File: src/rtl/core/bspline_basis_evaluator_unit_defines.svh
// Assertion macros for the B-spline basis evaluator.
`ifndef BSPLINE_BASIS_EVALUATOR_UNIT_DEFINES_SVH
`define BSPLINE_BASIS_EVALUATOR_UNIT_DEFINES_SVH

`ifndef SYNTH
`define BSBE_ASSERT(lbl, cond) \
  lbl: assert property (@(posedge clk_i) disable iff (!rst_ni) (cond)) \
    else $error("bsbe assertion failed");
`define BSBE_ASSERT_IMPL(lbl, ante, cons) \
  lbl: assert property (@(posedge clk_i) disable iff (!rst_ni) (ante) |-> (cons)) \
    else $error("bsbe assertion failed");
`else
`define BSBE_ASSERT(lbl, cond)
`define BSBE_ASSERT_IMPL(lbl, ante, cons)
`endif

`endif

File: src/rtl/core/bsbe_pkg.sv
`timescale 1ns / 1ps
package bsbe_pkg;
  localparam int DEGREE     = 3;
  localparam int MAX_CP     = 64;
  localparam int KNOT_DEPTH = MAX_CP + DEGREE + 1;
  localparam int MIN_CP     = ((DEGREE + 1) > 4) ? (DEGREE + 1) : 4;
  localparam int KNOT_AW    = $clog2(KNOT_DEPTH);
  localparam int CNT_W      = 7;
  localparam int VAL_W      = 17;
  localparam int IDX_W      = 6;
  localparam int WIN        = DEGREE + 1;
  localparam int KK_N       = 2 * DEGREE;
  localparam int P_W        = $clog2(WIN);
  localparam int D_W        = $clog2(DEGREE + 1);
  localparam int IN_TDATA_W  = 48;
  localparam int OUT_TDATA_W = 24;

  localparam logic [VAL_W-1:0] ONE_Q16 = 17'h10000;
  localparam logic KIND_KNOT = 1'b0;
  localparam logic KIND_EVAL = 1'b1;

  typedef logic [VAL_W-1:0] q16_t;

  typedef enum logic [3:0] {
    ST_IDLE, ST_FIRST, ST_LAST, ST_CLAMP, ST_SRCH, ST_SPAN,
    ST_KNOT, ST_TERM, ST_WAIT, ST_COMMIT, ST_OUT
  } main_state_e;

  typedef enum logic [2:0] {
    DV_IDLE, DV_MUL, DV_CHK, DV_RUN, DV_DONE
  } div_state_e;

  typedef struct packed {
    logic start;
    logic zero;
    q16_t num;
    q16_t den;
    q16_t v;
  } div_req_t;

  typedef struct packed {
    logic busy;
    logic done;
    q16_t quo;
  } div_rsp_t;
endpackage

File: src/rtl/core/bsbe_div.sv
`timescale 1ns / 1ps
module bsbe_div (
  input  logic              clk_i,
  input  logic              rst_ni,
  input  bsbe_pkg::div_req_t req_i,
  output bsbe_pkg::div_rsp_t rsp_o
);
  import bsbe_pkg::*;

  div_state_e state_q, state_d;
  q16_t num_q, den_q, v_q;
  logic [2*VAL_W:0] prod_q;
  logic [VAL_W-1:0] rem_q;
  logic [VAL_W-1:0] quo_q;
  logic [4:0] cnt_q;
  logic ovf;
  logic [VAL_W:0] trial;
  logic ge;
  logic [VAL_W-1:0] low;

  assign low   = prod_q[VAL_W-1:0];
  assign ovf   = prod_q[2*VAL_W:VAL_W] >= {1'b0, den_q};
  assign trial = {rem_q, low[cnt_q]};
  assign ge    = trial >= {1'b0, den_q};

  always_comb begin
    state_d = state_q;
    case (state_q)
      DV_IDLE: begin
        if (req_i.start) begin
          state_d = req_i.zero ? DV_DONE : DV_MUL;
        end
      end
      DV_MUL: state_d = DV_CHK;
      DV_CHK: state_d = ovf ? DV_DONE : DV_RUN;
      DV_RUN: begin
        if (cnt_q == '0) begin
          state_d = DV_DONE;
        end
      end
      DV_DONE: state_d = DV_IDLE;
      default: state_d = DV_IDLE;
    endcase
  end

  always_comb begin
    rsp_o.busy = (state_q != DV_IDLE);
    rsp_o.done = (state_q == DV_DONE);
    rsp_o.quo  = (quo_q > ONE_Q16) ? ONE_Q16 : quo_q;
  end

  always_ff @(posedge clk_i or negedge rst_ni) begin
    if (!rst_ni) begin
      state_q <= DV_IDLE;
    end else begin
      state_q <= state_d;
    end
  end

  always_ff @(posedge clk_i) begin
    case (state_q)
      DV_IDLE: begin
        if (req_i.start) begin
          num_q <= req_i.num;
          den_q <= req_i.den;
          v_q   <= req_i.v;
          quo_q <= '0;
        end
      end
      DV_MUL: begin
        prod_q <= ({{(VAL_W+1){1'b0}}, num_q} * {{(VAL_W+1){1'b0}}, v_q}) +
                  {{(VAL_W+1){1'b0}}, den_q >> 1};
      end
      DV_CHK: begin
        if (ovf) begin
          quo_q <= ONE_Q16;
        end else begin
          rem_q <= prod_q[2*VAL_W-1:VAL_W];
          quo_q <= '0;
          cnt_q <= 5'(VAL_W - 1);
        end
      end
      DV_RUN: begin
        rem_q <= ge ? VAL_W'(trial - {1'b0, den_q}) : trial[VAL_W-1:0];
        quo_q <= {quo_q[VAL_W-2:0], ge};
        cnt_q <= cnt_q - 5'd1;
      end
      default: begin
      end
    endcase
  end
endmodule

File: src/rtl/core/bspline_basis_evaluator_unit.sv
// Knot word: written to the knot table when its index is in range, no result.
// Evaluate word: first and last knot reads and a clamp of t, a span search, a knot
// fetch, 12 divider terms, 9 weight commits, n result words; t at an end skips to the results.
// One item at a time; the shared divider and the single knot port set the pace.
// Asynchronous active-low reset; knot table is undefined until written.
`timescale 1ns / 1ps
`include "bspline_basis_evaluator_unit_defines.svh"
module bspline_basis_evaluator_unit (
  input  logic                               clk_i,
  input  logic                               rst_ni,
  input  logic                               s_axis_tvalid,
  output logic                               s_axis_tready,
  // knot_index[6:0], knot_value[23:7], param_t[40:24]
  input  logic [bsbe_pkg::IN_TDATA_W-1:0]    s_axis_tdata,
  // kind
  input  logic                               s_axis_tuser,
  output logic                               m_axis_tvalid,
  input  logic                               m_axis_tready,
  // basis_index[5:0], basis_value[22:6]
  output logic [bsbe_pkg::OUT_TDATA_W-1:0]   m_axis_tdata,
  output logic                               m_axis_tlast,
  input  logic                               cfg_valid_i,
  output logic                               cfg_ready_o,
  input  logic [bsbe_pkg::CNT_W-1:0]         cfg_data_i
);
  import bsbe_pkg::*;

  main_state_e state_q, state_d;
  logic [CNT_W-1:0] ncfg_q, n_q, m_w, n_sat;
  q16_t t_q, first_q, prev_q, rdata_q;
  logic [CNT_W-1:0] cnt_q, base_q, oj_q;
  q16_t kk_q [KK_N];
  q16_t w_q [WIN];
  logic [D_W-1:0] d_q;
  logic [P_W-1:0] p_q;
  logic side_q;
  logic [VAL_W:0] acc_q;
  q16_t knot_mem [KNOT_DEPTH];
  logic [KNOT_AW-1:0] raddr;
  logic mvalid_q, mlast_q;
  logic [IDX_W-1:0] midx_q;
  q16_t mval_q;

  logic in_acc, hit, srch_end, en_a, en_b, out_load;
  q16_t t_lo, t_c, ka, kad, kb1, kbd, va, vb, wsel;
  logic signed [VAL_W:0] num_s, den_s;
  logic [CNT_W-1:0] k_sat, rel;
  div_req_t div_req;
  div_rsp_t div_rsp;

  assign in_acc   = s_axis_tvalid && s_axis_tready;
  assign m_w      = n_q + CNT_W'(DEGREE + 1);
  assign n_sat    = (ncfg_q < CNT_W'(MIN_CP)) ? CNT_W'(MIN_CP) :
                    (ncfg_q > CNT_W'(MAX_CP)) ? CNT_W'(MAX_CP) : ncfg_q;
  assign t_lo     = (t_q < first_q) ? first_q : t_q;
  assign t_c      = (t_lo > rdata_q) ? rdata_q : t_lo;
  assign hit      = (cnt_q >= CNT_W'(2)) && (t_q >= prev_q) && (t_q < rdata_q);
  assign srch_end = (cnt_q == m_w);
  assign k_sat    = (base_q < CNT_W'(DEGREE)) ? CNT_W'(DEGREE) :
                    (base_q > n_q - CNT_W'(1)) ? n_q - CNT_W'(1) : base_q;
  assign en_a     = (int'(p_q) != DEGREE - int'(d_q));
  assign en_b     = (int'(p_q) != DEGREE);
  assign out_load = !mvalid_q || m_axis_tready;
  assign rel      = oj_q - base_q;
  assign cfg_ready_o = 1'b1;

  always_comb begin
    ka = '0; kad = '0; kb1 = '0; kbd = '0; va = '0; vb = '0; wsel = '0;
    for (int x = 0; x < KK_N; x++) begin
      if (x + 1 == int'(p_q)) ka = kk_q[x];
      if (x + 1 == int'(p_q) + int'(d_q)) kad = kk_q[x];
      if (x == int'(p_q)) kb1 = kk_q[x];
      if (x == int'(p_q) + int'(d_q)) kbd = kk_q[x];
    end
    for (int x = 0; x < WIN; x++) begin
      if (x == int'(p_q)) va = w_q[x];
      if (x == int'(p_q) + 1) vb = w_q[x];
      if ((oj_q >= base_q) && (int'(rel) == x)) wsel = w_q[x];
    end
    if (side_q) begin
      num_s = $signed({1'b0, kbd}) - $signed({1'b0, t_q});
      den_s = $signed({1'b0, kbd}) - $signed({1'b0, kb1});
    end else begin
      num_s = $signed({1'b0, t_q}) - $signed({1'b0, ka});
      den_s = $signed({1'b0, kad}) - $signed({1'b0, ka});
    end
  end

  always_comb begin
    state_d = state_q;
    case (state_q)
      ST_IDLE: begin
        if (in_acc && (s_axis_tuser == KIND_EVAL)) state_d = ST_FIRST;
      end
      ST_FIRST: state_d = ST_LAST;
      ST_LAST:  state_d = ST_CLAMP;
      ST_CLAMP: begin
        if ((t_c == first_q) || (t_c == rdata_q)) begin
          state_d = ST_OUT;
        end else begin
          state_d = ST_SRCH;
        end
      end
      ST_SRCH: begin
        if (hit || srch_end) state_d = ST_SPAN;
      end
      ST_SPAN: state_d = ST_KNOT;
      ST_KNOT: begin
        if (cnt_q == CNT_W'(KK_N)) state_d = ST_TERM;
      end
      ST_TERM: begin
        if (side_q ? en_b : en_a) begin
          state_d = ST_WAIT;
        end else if (side_q) begin
          state_d = ST_COMMIT;
        end
      end
      ST_WAIT: begin
        if (div_rsp.done) state_d = side_q ? ST_COMMIT : ST_TERM;
      end
      ST_COMMIT: begin
        if ((int'(p_q) == DEGREE) && (int'(d_q) == DEGREE)) begin
          state_d = ST_OUT;
        end else begin
          state_d = ST_TERM;
        end
      end
      ST_OUT: begin
        if (out_load && (oj_q == n_q - CNT_W'(1))) state_d = ST_IDLE;
      end
      default: state_d = ST_IDLE;
    endcase
  end

  always_comb begin
    s_axis_tready = (state_q == ST_IDLE);
    div_req.start = (state_q == ST_TERM) && (side_q ? en_b : en_a);
    div_req.num   = num_s[VAL_W-1:0];
    div_req.den   = den_s[VAL_W-1:0];
    div_req.v     = side_q ? vb : va;
    div_req.zero  = num_s[VAL_W] || (num_s == '0) || den_s[VAL_W] || (den_s == '0) ||
                    (div_req.v == '0);
    case (state_q)
      ST_FIRST: raddr = '0;
      ST_LAST:  raddr = KNOT_AW'(m_w - CNT_W'(1));
      ST_SRCH:  raddr = (cnt_q < CNT_W'(KNOT_DEPTH)) ? KNOT_AW'(cnt_q) : '0;
      ST_KNOT:  raddr = KNOT_AW'(base_q + CNT_W'(1) + cnt_q);
      default:  raddr = '0;
    endcase
  end

  bsbe_div u_div (
    .clk_i  (clk_i),
    .rst_ni (rst_ni),
    .req_i  (div_req),
    .rsp_o  (div_rsp)
  );

  always_ff @(posedge clk_i) begin
    if (in_acc && (s_axis_tuser == KIND_KNOT) &&
        (s_axis_tdata[6:0] < CNT_W'(KNOT_DEPTH))) begin
      knot_mem[KNOT_AW'(s_axis_tdata[6:0])] <= s_axis_tdata[23:7];
    end
    rdata_q <= knot_mem[raddr];
  end

  always_ff @(posedge clk_i or negedge rst_ni) begin
    if (!rst_ni) begin
      state_q  <= ST_IDLE;
      ncfg_q   <= CNT_W'(4);
      mvalid_q <= 1'b0;
    end else begin
      state_q <= state_d;
      if (cfg_valid_i && cfg_ready_o) ncfg_q <= cfg_data_i;
      if (state_q == ST_OUT && out_load) begin
        mvalid_q <= 1'b1;
      end else if (m_axis_tready) begin
        mvalid_q <= 1'b0;
      end
    end
  end

  always_ff @(posedge clk_i) begin
    case (state_q)
      ST_IDLE: begin
        if (in_acc) begin
          t_q <= s_axis_tdata[40:24];
          n_q <= n_sat;
        end
      end
      ST_LAST: first_q <= rdata_q;
      ST_CLAMP: begin
        t_q    <= t_c;
        cnt_q  <= '0;
        oj_q   <= '0;
        d_q    <= D_W'(1);
        p_q    <= P_W'(DEGREE - 1);
        side_q <= 1'b0;
        acc_q  <= '0;
        if (t_c == first_q) begin
          base_q <= '0;
          for (int x = 0; x < WIN; x++) w_q[x] <= (x == 0) ? ONE_Q16 : '0;
        end else begin
          base_q <= n_q - CNT_W'(DEGREE + 1);
          for (int x = 0; x < WIN; x++) w_q[x] <= (x == DEGREE) ? ONE_Q16 : '0;
        end
      end
      ST_SRCH: begin
        prev_q <= rdata_q;
        cnt_q  <= cnt_q + CNT_W'(1);
        if (hit) begin
          base_q <= cnt_q - CNT_W'(2);
        end else if (srch_end) begin
          base_q <= '0;
        end
      end
      ST_SPAN: begin
        base_q <= k_sat - CNT_W'(DEGREE);
        cnt_q  <= '0;
      end
      ST_KNOT: begin
        cnt_q <= cnt_q + CNT_W'(1);
        for (int x = 0; x < KK_N; x++) begin
          if (int'(cnt_q) == x + 1) kk_q[x] <= rdata_q;
        end
      end
      ST_TERM: begin
        if (!side_q && !en_a) side_q <= 1'b1;
      end
      ST_WAIT: begin
        if (div_rsp.done) begin
          acc_q  <= acc_q + {1'b0, div_rsp.quo};
          side_q <= 1'b1;
        end
      end
      ST_COMMIT: begin
        w_q[p_q] <= (acc_q > {1'b0, ONE_Q16}) ? ONE_Q16 : acc_q[VAL_W-1:0];
        acc_q    <= '0;
        side_q   <= 1'b0;
        if (int'(p_q) == DEGREE) begin
          d_q <= d_q + D_W'(1);
          p_q <= P_W'(DEGREE - int'(d_q) - 1);
        end else begin
          p_q <= p_q + P_W'(1);
        end
      end
      ST_OUT: begin
        if (out_load) begin
          midx_q  <= oj_q[IDX_W-1:0];
          mval_q  <= wsel;
          mlast_q <= (oj_q == n_q - CNT_W'(1));
          oj_q    <= oj_q + CNT_W'(1);
        end
      end
      default: begin
      end
    endcase
  end

  assign m_axis_tvalid = mvalid_q;
  assign m_axis_tdata  = {1'b0, mval_q, midx_q};
  assign m_axis_tlast  = mlast_q;

  `BSBE_ASSERT_IMPL(a_idle_div, s_axis_tready, !div_rsp.busy)
  `BSBE_ASSERT_IMPL(a_mid_word_in_out, mvalid_q && !mlast_q, state_q == ST_OUT)
  `BSBE_ASSERT_IMPL(a_wait_busy, state_q == ST_WAIT, div_rsp.busy)
endmodule

File: config.mk
export PLATFORM = sky130hd
export DESIGN_NAME = bspline_basis_evaluator_unit
export DESIGN_NICKNAME = d
export VERILOG_FILES = /design/src/rtl/core/bsbe_pkg.sv /design/src/rtl/core/bsbe_div.sv /design/src/rtl/core/bspline_basis_evaluator_unit.sv
export VERILOG_INCLUDE_DIRS = /design/src /design/src/rtl/core
export SDC_FILE = /design/constraint.sdc
export NUM_CORES = 2
export LEC_CHECK = 0
export ABC_AREA = 1
export BUFFER_PORTS_ARGS = -buffer_cell sky130_fd_sc_hd__clkbuf_2
export CORE_UTILIZATION = 48
export CTS_CLUSTER_DIAMETER = 120
export DETAILED_ROUTE_END_ITERATION = 10
export GPL_ROUTABILITY_DRIVEN = 0
export GPL_TIMING_DRIVEN = 0
export PLACE_DENSITY = 0.63
export SYNTH_ARGS = -nofsm -noshare
export SYNTH_HDL_FRONTEND = slang
export SYNTH_SLANG_ARGS = --single-unit
File: constraint.sdc
create_clock -name clk_i -period 9.3 [get_ports clk_i]
set_clock_uncertainty 0.1 [all_clocks]
set_input_delay 0.93 -clock clk_i [delete_from_list [all_inputs] [get_ports clk_i]]
set_output_delay 0.93 -clock clk_i [all_outputs]
set_load 0.01 [all_outputs]
## After elaboration in Yosys (flattened, before gate mapping)

Memory sizes are Yosys's and may differ from the RTL's. A register that Yosys moved wholly into a read port is not among the register bits.
Index checks and enable logic that the tools add are counted.

| storage, ports and cells | value |
|---|---|
| register bits | 266 |
| latch bits | 0 |
| memory bits (writable) | 1326 |
| memory bits (read-only) | 0 |
| input bits | 61 |
| output and inout port bits | 28 |
| memories | 3 |

| cells by class | value |
|---|---|
| add/sub/neg operators | 25 |
| multiply operators | 1 |
| div/mod/pow operators | 0 |
| $lt $le $gt $ge | 17 |
| equality and inequality tests | 58 |
| shift-type cells | 0 |
| mux-type cells | 140 |
| bitwise gates (word level) | 5 |
| reduce and logical (&&, ||, !) cells | 68 |

Memories:

| name | words | bits a word | rd ports | clocked after Yosys merged registers in | wr ports | line | text |
|---|---|---|---|---|---|---|---|
| knot_mem | 68 | 17 | 1 | 1 | 1 | bspline_basis_evaluator_unit.sv:38 | `q16_t knot_mem [KNOT_DEPTH];` |
| kk_q | 6 | 17 | 6 | 0 | 1 | bspline_basis_evaluator_unit.sv:32 | `q16_t kk_q [KK_N];` |
| w_q | 4 | 17 | 4 | 0 | 4 | bspline_basis_evaluator_unit.sv:33 | `q16_t w_q [WIN];` |

Operators with widths:

| kind | count |
|---|---|
| 2-to-1 mux 17 bit | 51 |
| OR reduction 17 bit | 6 |
| == test 3 x 32 -> 1 bit, first input constant | 3 |
| subtractor 17 x 17 -> 18 bit | 4 |
| case mux 17 bit (2 select lines) | 2 |
| == test 2 x 32 -> 1 bit, first input constant | 2 |
| == test 4 x 32 -> 1 bit, first input constant | 2 |
| logical NOT 32 bit | 2 |
| 2-to-1 mux 7 bit | 8 |
| 2-to-1 mux 18 bit | 3 |
| case mux 17 bit (3 select lines) | 1 |
| case mux 4 bit (11 select lines) | 1 |
| case mux 7 bit (3 select lines) | 2 |
| 2-to-1 mux 1 bit | 40 |
| 2-to-1 mux 4 bit | 10 |
| >= comparator 18 x 17 -> 1 bit | 2 |
| logical NOT 18 bit | 2 |
| case mux 18 bit (2 select lines) | 1 |
| adder 34 x 16 -> 35 bit | 1 |
| == test 7 x 3 -> 1 bit, second input constant | 5 |
| == test 17 bit | 2 |
| < comparator 17 bit | 2 |
| multiplier 17 x 17 -> 34 bit | 1 |
| case mux 7 bit (2 select lines) | 2 |
| 71 further kinds | 159 |

## Longest topological paths before layout

| logic depth | value |
|---|---|
| depth in word-level cells | 18 |
| mapped depth | 36 |

## Cells and area by module

From an unflattened synthesis, not the netlist that was laid out.

| unflattened totals | value |
|---|---|
| cells, all modules | 8675 |
| area, all modules | 88623.7 sq um |

By module, submodules not included:

| module | instances | cells each | area an instance (sq um) |
|---|---|---|---|
| bspline_basis_evaluator_unit | 1 | 6590 | 71612.4 |
| bsbe_div | 1 | 2085 | 17011.3 |

## Worst setup path before layout

Ideal clock, no wire load.

| path | value |
|---|---|
| kind | reg2reg |
| start point | register u_div.v_q[2] |
| end point | register u_div.prod_q[33], data pin |
| setup time | 0.259 ns |
| arrival time | 5.726 ns |
| required time | 8.941 ns |
| slack | 3.215 ns |
| cell stages (with the launch flop) | 28 |
| cell sequence | edfxtp_1 -> clkbuf_1 -> clkbuf_1 -> nand2_1 -> fa_1 -> inv_1 -> fa_1 -> inv_1 -> fa_1 -> inv_1 -> fa_1 -> inv_1 -> fa_1 -> inv_1 -> fa_1 -> ha_1 -> a21oi_1 -> inv_1 -> a31oi_1 -> a21boi_0 -> o21ai_1 -> nand2_1 -> o21ai_1 -> nand2_1 -> nand2_1 -> nand2_1 -> nand3_1 -> xor2_1 |

| on the way | value |
|---|---|
| cells in the longest elaborated chain, start to end | 2 |

RTL lines:

| element | line | text |
|---|---|---|
| from (decl) | bsbe_div.sv:11 | `q16_t num_q, den_q, v_q;` |
| from (signal assigned) | bsbe_div.sv:66 | `v_q <= req_i.v;` |
| multiplier 17 x 17 -> 34 bit | bsbe_div.sv:71 | `prod_q <= ({{(VAL_W+1){1'b0}}, num_q} * {{(VAL_W+1){1'b0}}, v_q}) +` |
| adder 34 x 16 -> 35 bit | bsbe_div.sv:71 |  |
| to (signal assigned) | bsbe_div.sv:71 |  |
| to (decl) | bsbe_div.sv:12 | `logic [2*VAL_W:0] prod_q;` |

Every way passes these cells.
A chain may end at the register's enable or synchronous reset.

## Worst setup path after layout

| path | value |
|---|---|
| start point | register u_div.num_q[8] |
| end point | register u_div.prod_q[33], data pin |

| on the way | value |
|---|---|
| cells in the longest elaborated chain, start to end | 2 |

RTL lines:

| element | line | text |
|---|---|---|
| from (decl) | bsbe_div.sv:11 |  |
| from (signal assigned) | bsbe_div.sv:64 | `num_q <= req_i.num;` |
| multiplier 17 x 17 -> 34 bit | bsbe_div.sv:71 |  |
| adder 34 x 16 -> 35 bit | bsbe_div.sv:71 |  |

Every way passes these cells.

==> results.toml <==
[status]
status = "complete, but fails checks"
violated_checks = "design-rule violations"

[synthesis]
synthesis.nets = 8908
post-synth-top-area-cell = "sky130_fd_sc_hd__edfxtp_1"
postSynth.topFlopCell = "sky130_fd_sc_hd__edfxtp_1"
synth_area_sq_um = 87200
ys_ff_latch = 1609
netlist_instances = 8256
yosysUniqueCellTypes = 69
synth.yosys.seq_area_share_pct = 55.1
async_flop_share_pct = 0.932
netlist_top_cells_area = "sky130_fd_sc_hd__edfxtp_1, sky130_fd_sc_hd__fa_1, sky130_fd_sc_hd__ha_1"
number_of_enable_flip_flop_cells_after_synthesis = 1577
yosys.area.top_type_share_pct = 54.3
yosysWarningCount = 0
post_synth.cell_area_avg_sq_um = 10.6

[timing]
worst_slew_pin_slew_ns = 1.46
final_worst_path_period_share_pct = 81.2
fin_setup_tns_ns = 0
timing.final.hold_violations = 0
timing.fmax_mhz = 132
drv_slew = 0
worst_slew_margin_rel_pct = 2.76
period_minus_slack_ns = 7.55
finalSetupViolations = 0
grt_setup_unrepaired = "false"
fin_ws_ns = 1.75

[finish]
nets = 9237
multi_input_comb_area_sq_um = 34300
ff_latch_area_sq_um = 48100
top_library_cells_by_usage_in_the_layout_fill_and_taps_aside = "sky130_fd_sc_hd__edfxtp_1, sky130_fd_sc_hd__nand2_1, sky130_fd_sc_hd__inv_1"
synthToLayoutAreaGrowth_pct = 13.0
drive_gt1_share_pct = 12.3
fillerInstances = 15519
layout_commonest_cell = "sky130_fd_sc_hd__edfxtp_1"

[worst_setup_path]
crit_path_max_fanout = 10
worst_setup_path_start_kind = "flip-flop"
critPathSlowestCell = "sky130_fd_sc_hd__clkbuf_1"
reg2reg_from = "u_div.num_q[8]$_DFFE_PP_"
worstSetupStartpoint = "u_div.num_q[8]$_DFFE_PP_"
largest_stage_delay_on_the_critical_path_ns = 0.59
cp_data_required_time_ns = 9.75
criticalPathCategory = "reg2reg"
worstPathArrival_ns = 8.01
end_kind = "flip-flop"

[drt]
drc = 1
wire_per_inst_um = 27.6
vias_per_cell = 6.11
routed_wirelength_um = 306000
drt_iter0_drc = 9179
detailroute.via_count = 67855
ant_nets = 0
drt_pre_antenna_iters = 11

[clock_network]
clock_latency_ns = 0.84
cts.sink_count = 1609
cts_htree_levels = 4
ctsLongestPathBuffers = 3
numCtsBuffers = 170
clkSlewWorstSetupHoldPaths_ns = 0.07
clockRootBuffer = "sky130_fd_sc_hd__clkbuf_16"
clock_tree_from_tritoncts = "done"
post-cts-setup-buffers = 0

[floorplan]
dieArea_sq_um = 183000
design.core.area_sq_um = 181000
fp.dieH_um = 428
placementRows = 156
initial_core_util_pct = 48.3
fp.dieW_um = 428
io-pin-count = 89

[pwr]
power.density_cell_area_nw_per_um2 = 380
power_leakage_uw = 0.0381
vdd_drop_max_uv = 628

[worst_hold_path]
hold_path.startpoint = "cfg_data_i[3]"
holdCritPathClass = "in2reg"

[global_route]
grt_first_pass_wirelength_um = 440000
antenna_found_initial = 8
grt.overflow.total = 0
grt_max_degree = 69
first_global_vias = 65125
gr-usage-all-layers_pct = 32.9

[job]
drv_cap = 0

[placed_design]
post-place-ws_ns = 1.83
io_buffers = 79
post-dp-hpwl_um = 223000
==> path summary, 6_finish.rpt <==
kind / to / slack, ns / cells after the start
setup reg to reg: u_div.prod_q[33]$_DFFE_PP_ / 1.75 / 27
max in group asynchronous: u_div.state_q[1]$_DFFE_PN0P_ / 7.96 / 2
min in group asynchronous: state_q[3]$_DFFE_PN0P_ / 0.69 / 2
hold / removal: ncfg_q[3]$_DFFE_PN0P_ / 0.22 / 3
setup / recovery: u_div.prod_q[33]$_DFFE_PP_ / 1.75 / 27
hold reg to reg: ncfg_q[1]$_DFFE_PN0P_ / 0.46 / 2
==> critical path: cells and delay by family, from the launching register on <==
| family | cells | cell delay, ns |
|---|---|---|
| buffers and inverters | 8 | 1.42 |
| adders and majority gates | 7 | 3.32 |
| xor gates and xnor gates | 1 | 0.18 |
| and+or+nand+nor | 6 | 0.70 |
| DFF | 1 | 0.42 |
| AOI/OAI and AO/OA | 5 | 1.13 |
==> routing by layer <==
layer  vias to the layer above  share of wire, %  track usage, %
li1                      29697                 -               -
met1                     32856                37            41.2
met2                      4202                45            51.7
met3                      1100                10            7.00
met4                         0               7.8            21.5
met5                         -                 0               0
==> what timing repair did <==
| item | in CTS | in global routing |
|---|---|---|
| gates resized for setup | 0 | 0 |
| hold buffers | 1 | 0 |
| hold endpoints to repair | 14 | 0 |
==> power by group <==
group | switching [uW] | leakage [uW] | internal, uW
Clock | 3020 | 0.00278 | 4020
Combinational | 14000 | 0.0208 | 6650
Sequential | 613 | 0.0146 | 9170
Total | 17600 | 0.0381 | 19800
==> cell usage after synthesis, types with 8 or more instances <==
library cell / count
sky130_fd_sc_hd__o21bai_1: 75
sky130_fd_sc_hd__nand2_1: 1121
sky130_fd_sc_hd__o31ai_1: 11
sky130_fd_sc_hd__fa_1: 250
sky130_fd_sc_hd__o22ai_1: 68
sky130_fd_sc_hd__or2_1: 32
sky130_fd_sc_hd__nand3b_1: 11
sky130_fd_sc_hd__nor2_1: 503
sky130_fd_sc_hd__a22oi_1: 8
sky130_fd_sc_hd__buf_1: 25
sky130_fd_sc_hd__inv_2: 9
sky130_fd_sc_hd__nand3_1: 781
sky130_fd_sc_hd__o211ai_1: 485
sky130_fd_sc_hd__xnor2_1: 23
sky130_fd_sc_hd__edfxtp_1: 1577
sky130_fd_sc_hd__nor4_1: 15
sky130_fd_sc_hd__buf_2: 98
sky130_fd_sc_hd__a21oi_1: 332
sky130_fd_sc_hd__a21boi_0: 10
sky130_fd_sc_hd__a221oi_1: 10
sky130_fd_sc_hd__a31oi_1: 36
sky130_fd_sc_hd__dfrtp_1: 14
sky130_fd_sc_hd__mux2i_1: 18
sky130_fd_sc_hd__ha_1: 341
sky130_fd_sc_hd__inv_1: 927
sky130_fd_sc_hd__clkinv_1: 10
sky130_fd_sc_hd__nand4_1: 68
sky130_fd_sc_hd__xor2_1: 50
sky130_fd_sc_hd__o2111ai_1: 21
sky130_fd_sc_hd__clkbuf_1: 269
sky130_fd_sc_hd__o21ai_1: 40
sky130_fd_sc_hd__o221ai_1: 35
sky130_fd_sc_hd__buf_4: 11
sky130_fd_sc_hd__dfxtp_1: 17
sky130_fd_sc_hd__nor3_1: 40
sky130_fd_sc_hd__or2_2: 420
sky130_fd_sc_hd__or2_0: 9
sky130_fd_sc_hd__clkbuf_2: 27
sky130_fd_sc_hd__o21ai_0: 392
==> area by class of cell <==
class / count / area share, %
Clock inverter: 112 / 1.33
Clock buffer: 202 / 4.49
Tap cell: 2370 / 3.01
Buffer: 432 / 1.86
Antenna cell: 3 / 0.00762
Multi-Input combinational cell: 5269 / 34.8
Inverter: 946 / 3.60
Sequential cell: 1609 / 48.8
Timing Repair Buffer: 157 / 2.10
==> flip-flops by register name, indices dropped and copies added, names as in the netlist, 18 cells and up <==
register,cells
acc_q,18
knot_mem,1156
u_div.prod_q,35
w_q,68
kk_q,102
==> through the flow <==
stage | util (%) | hold slack (ns) | power [uW] | instance area [sq um] | std cells
6_report | 54.6 | 0.225 | 37500 | 98600 | 11100
3_5_place_dp | 51.4 | 0.448 | 30000 | 92700 | 10779
4_1_cts | 54.6 | 0.161 | 37000 | 98500 | 11094
5_1_grt | 54.6 | 0.226 | 39600 | 98600 | 11100
3_3_place_gp | 50.2 | 0.438 | 29600 | 90600 | 10705
2_1_floorplan | - | 0.378 | 23200 | 87200 | 8256
==> cells by family after synthesis <==
| group | after synthesis | share of synthesized area [%] |
|---|---|---|
| compound gates | 1559 | 11.2 |
| xor+xnor | 73 | 0.733 |
| fa+ha+maj | 591 | 10.6 |
| buf+inv | 1378 | 6.17 |
| flops | 1609 | 55.1 |
| mux | 20 | 0.232 |
| other cells | 2 | 0.00861 |
| simple gates | 3024 | 15.9 |
(Power assumes the default switching activity.)
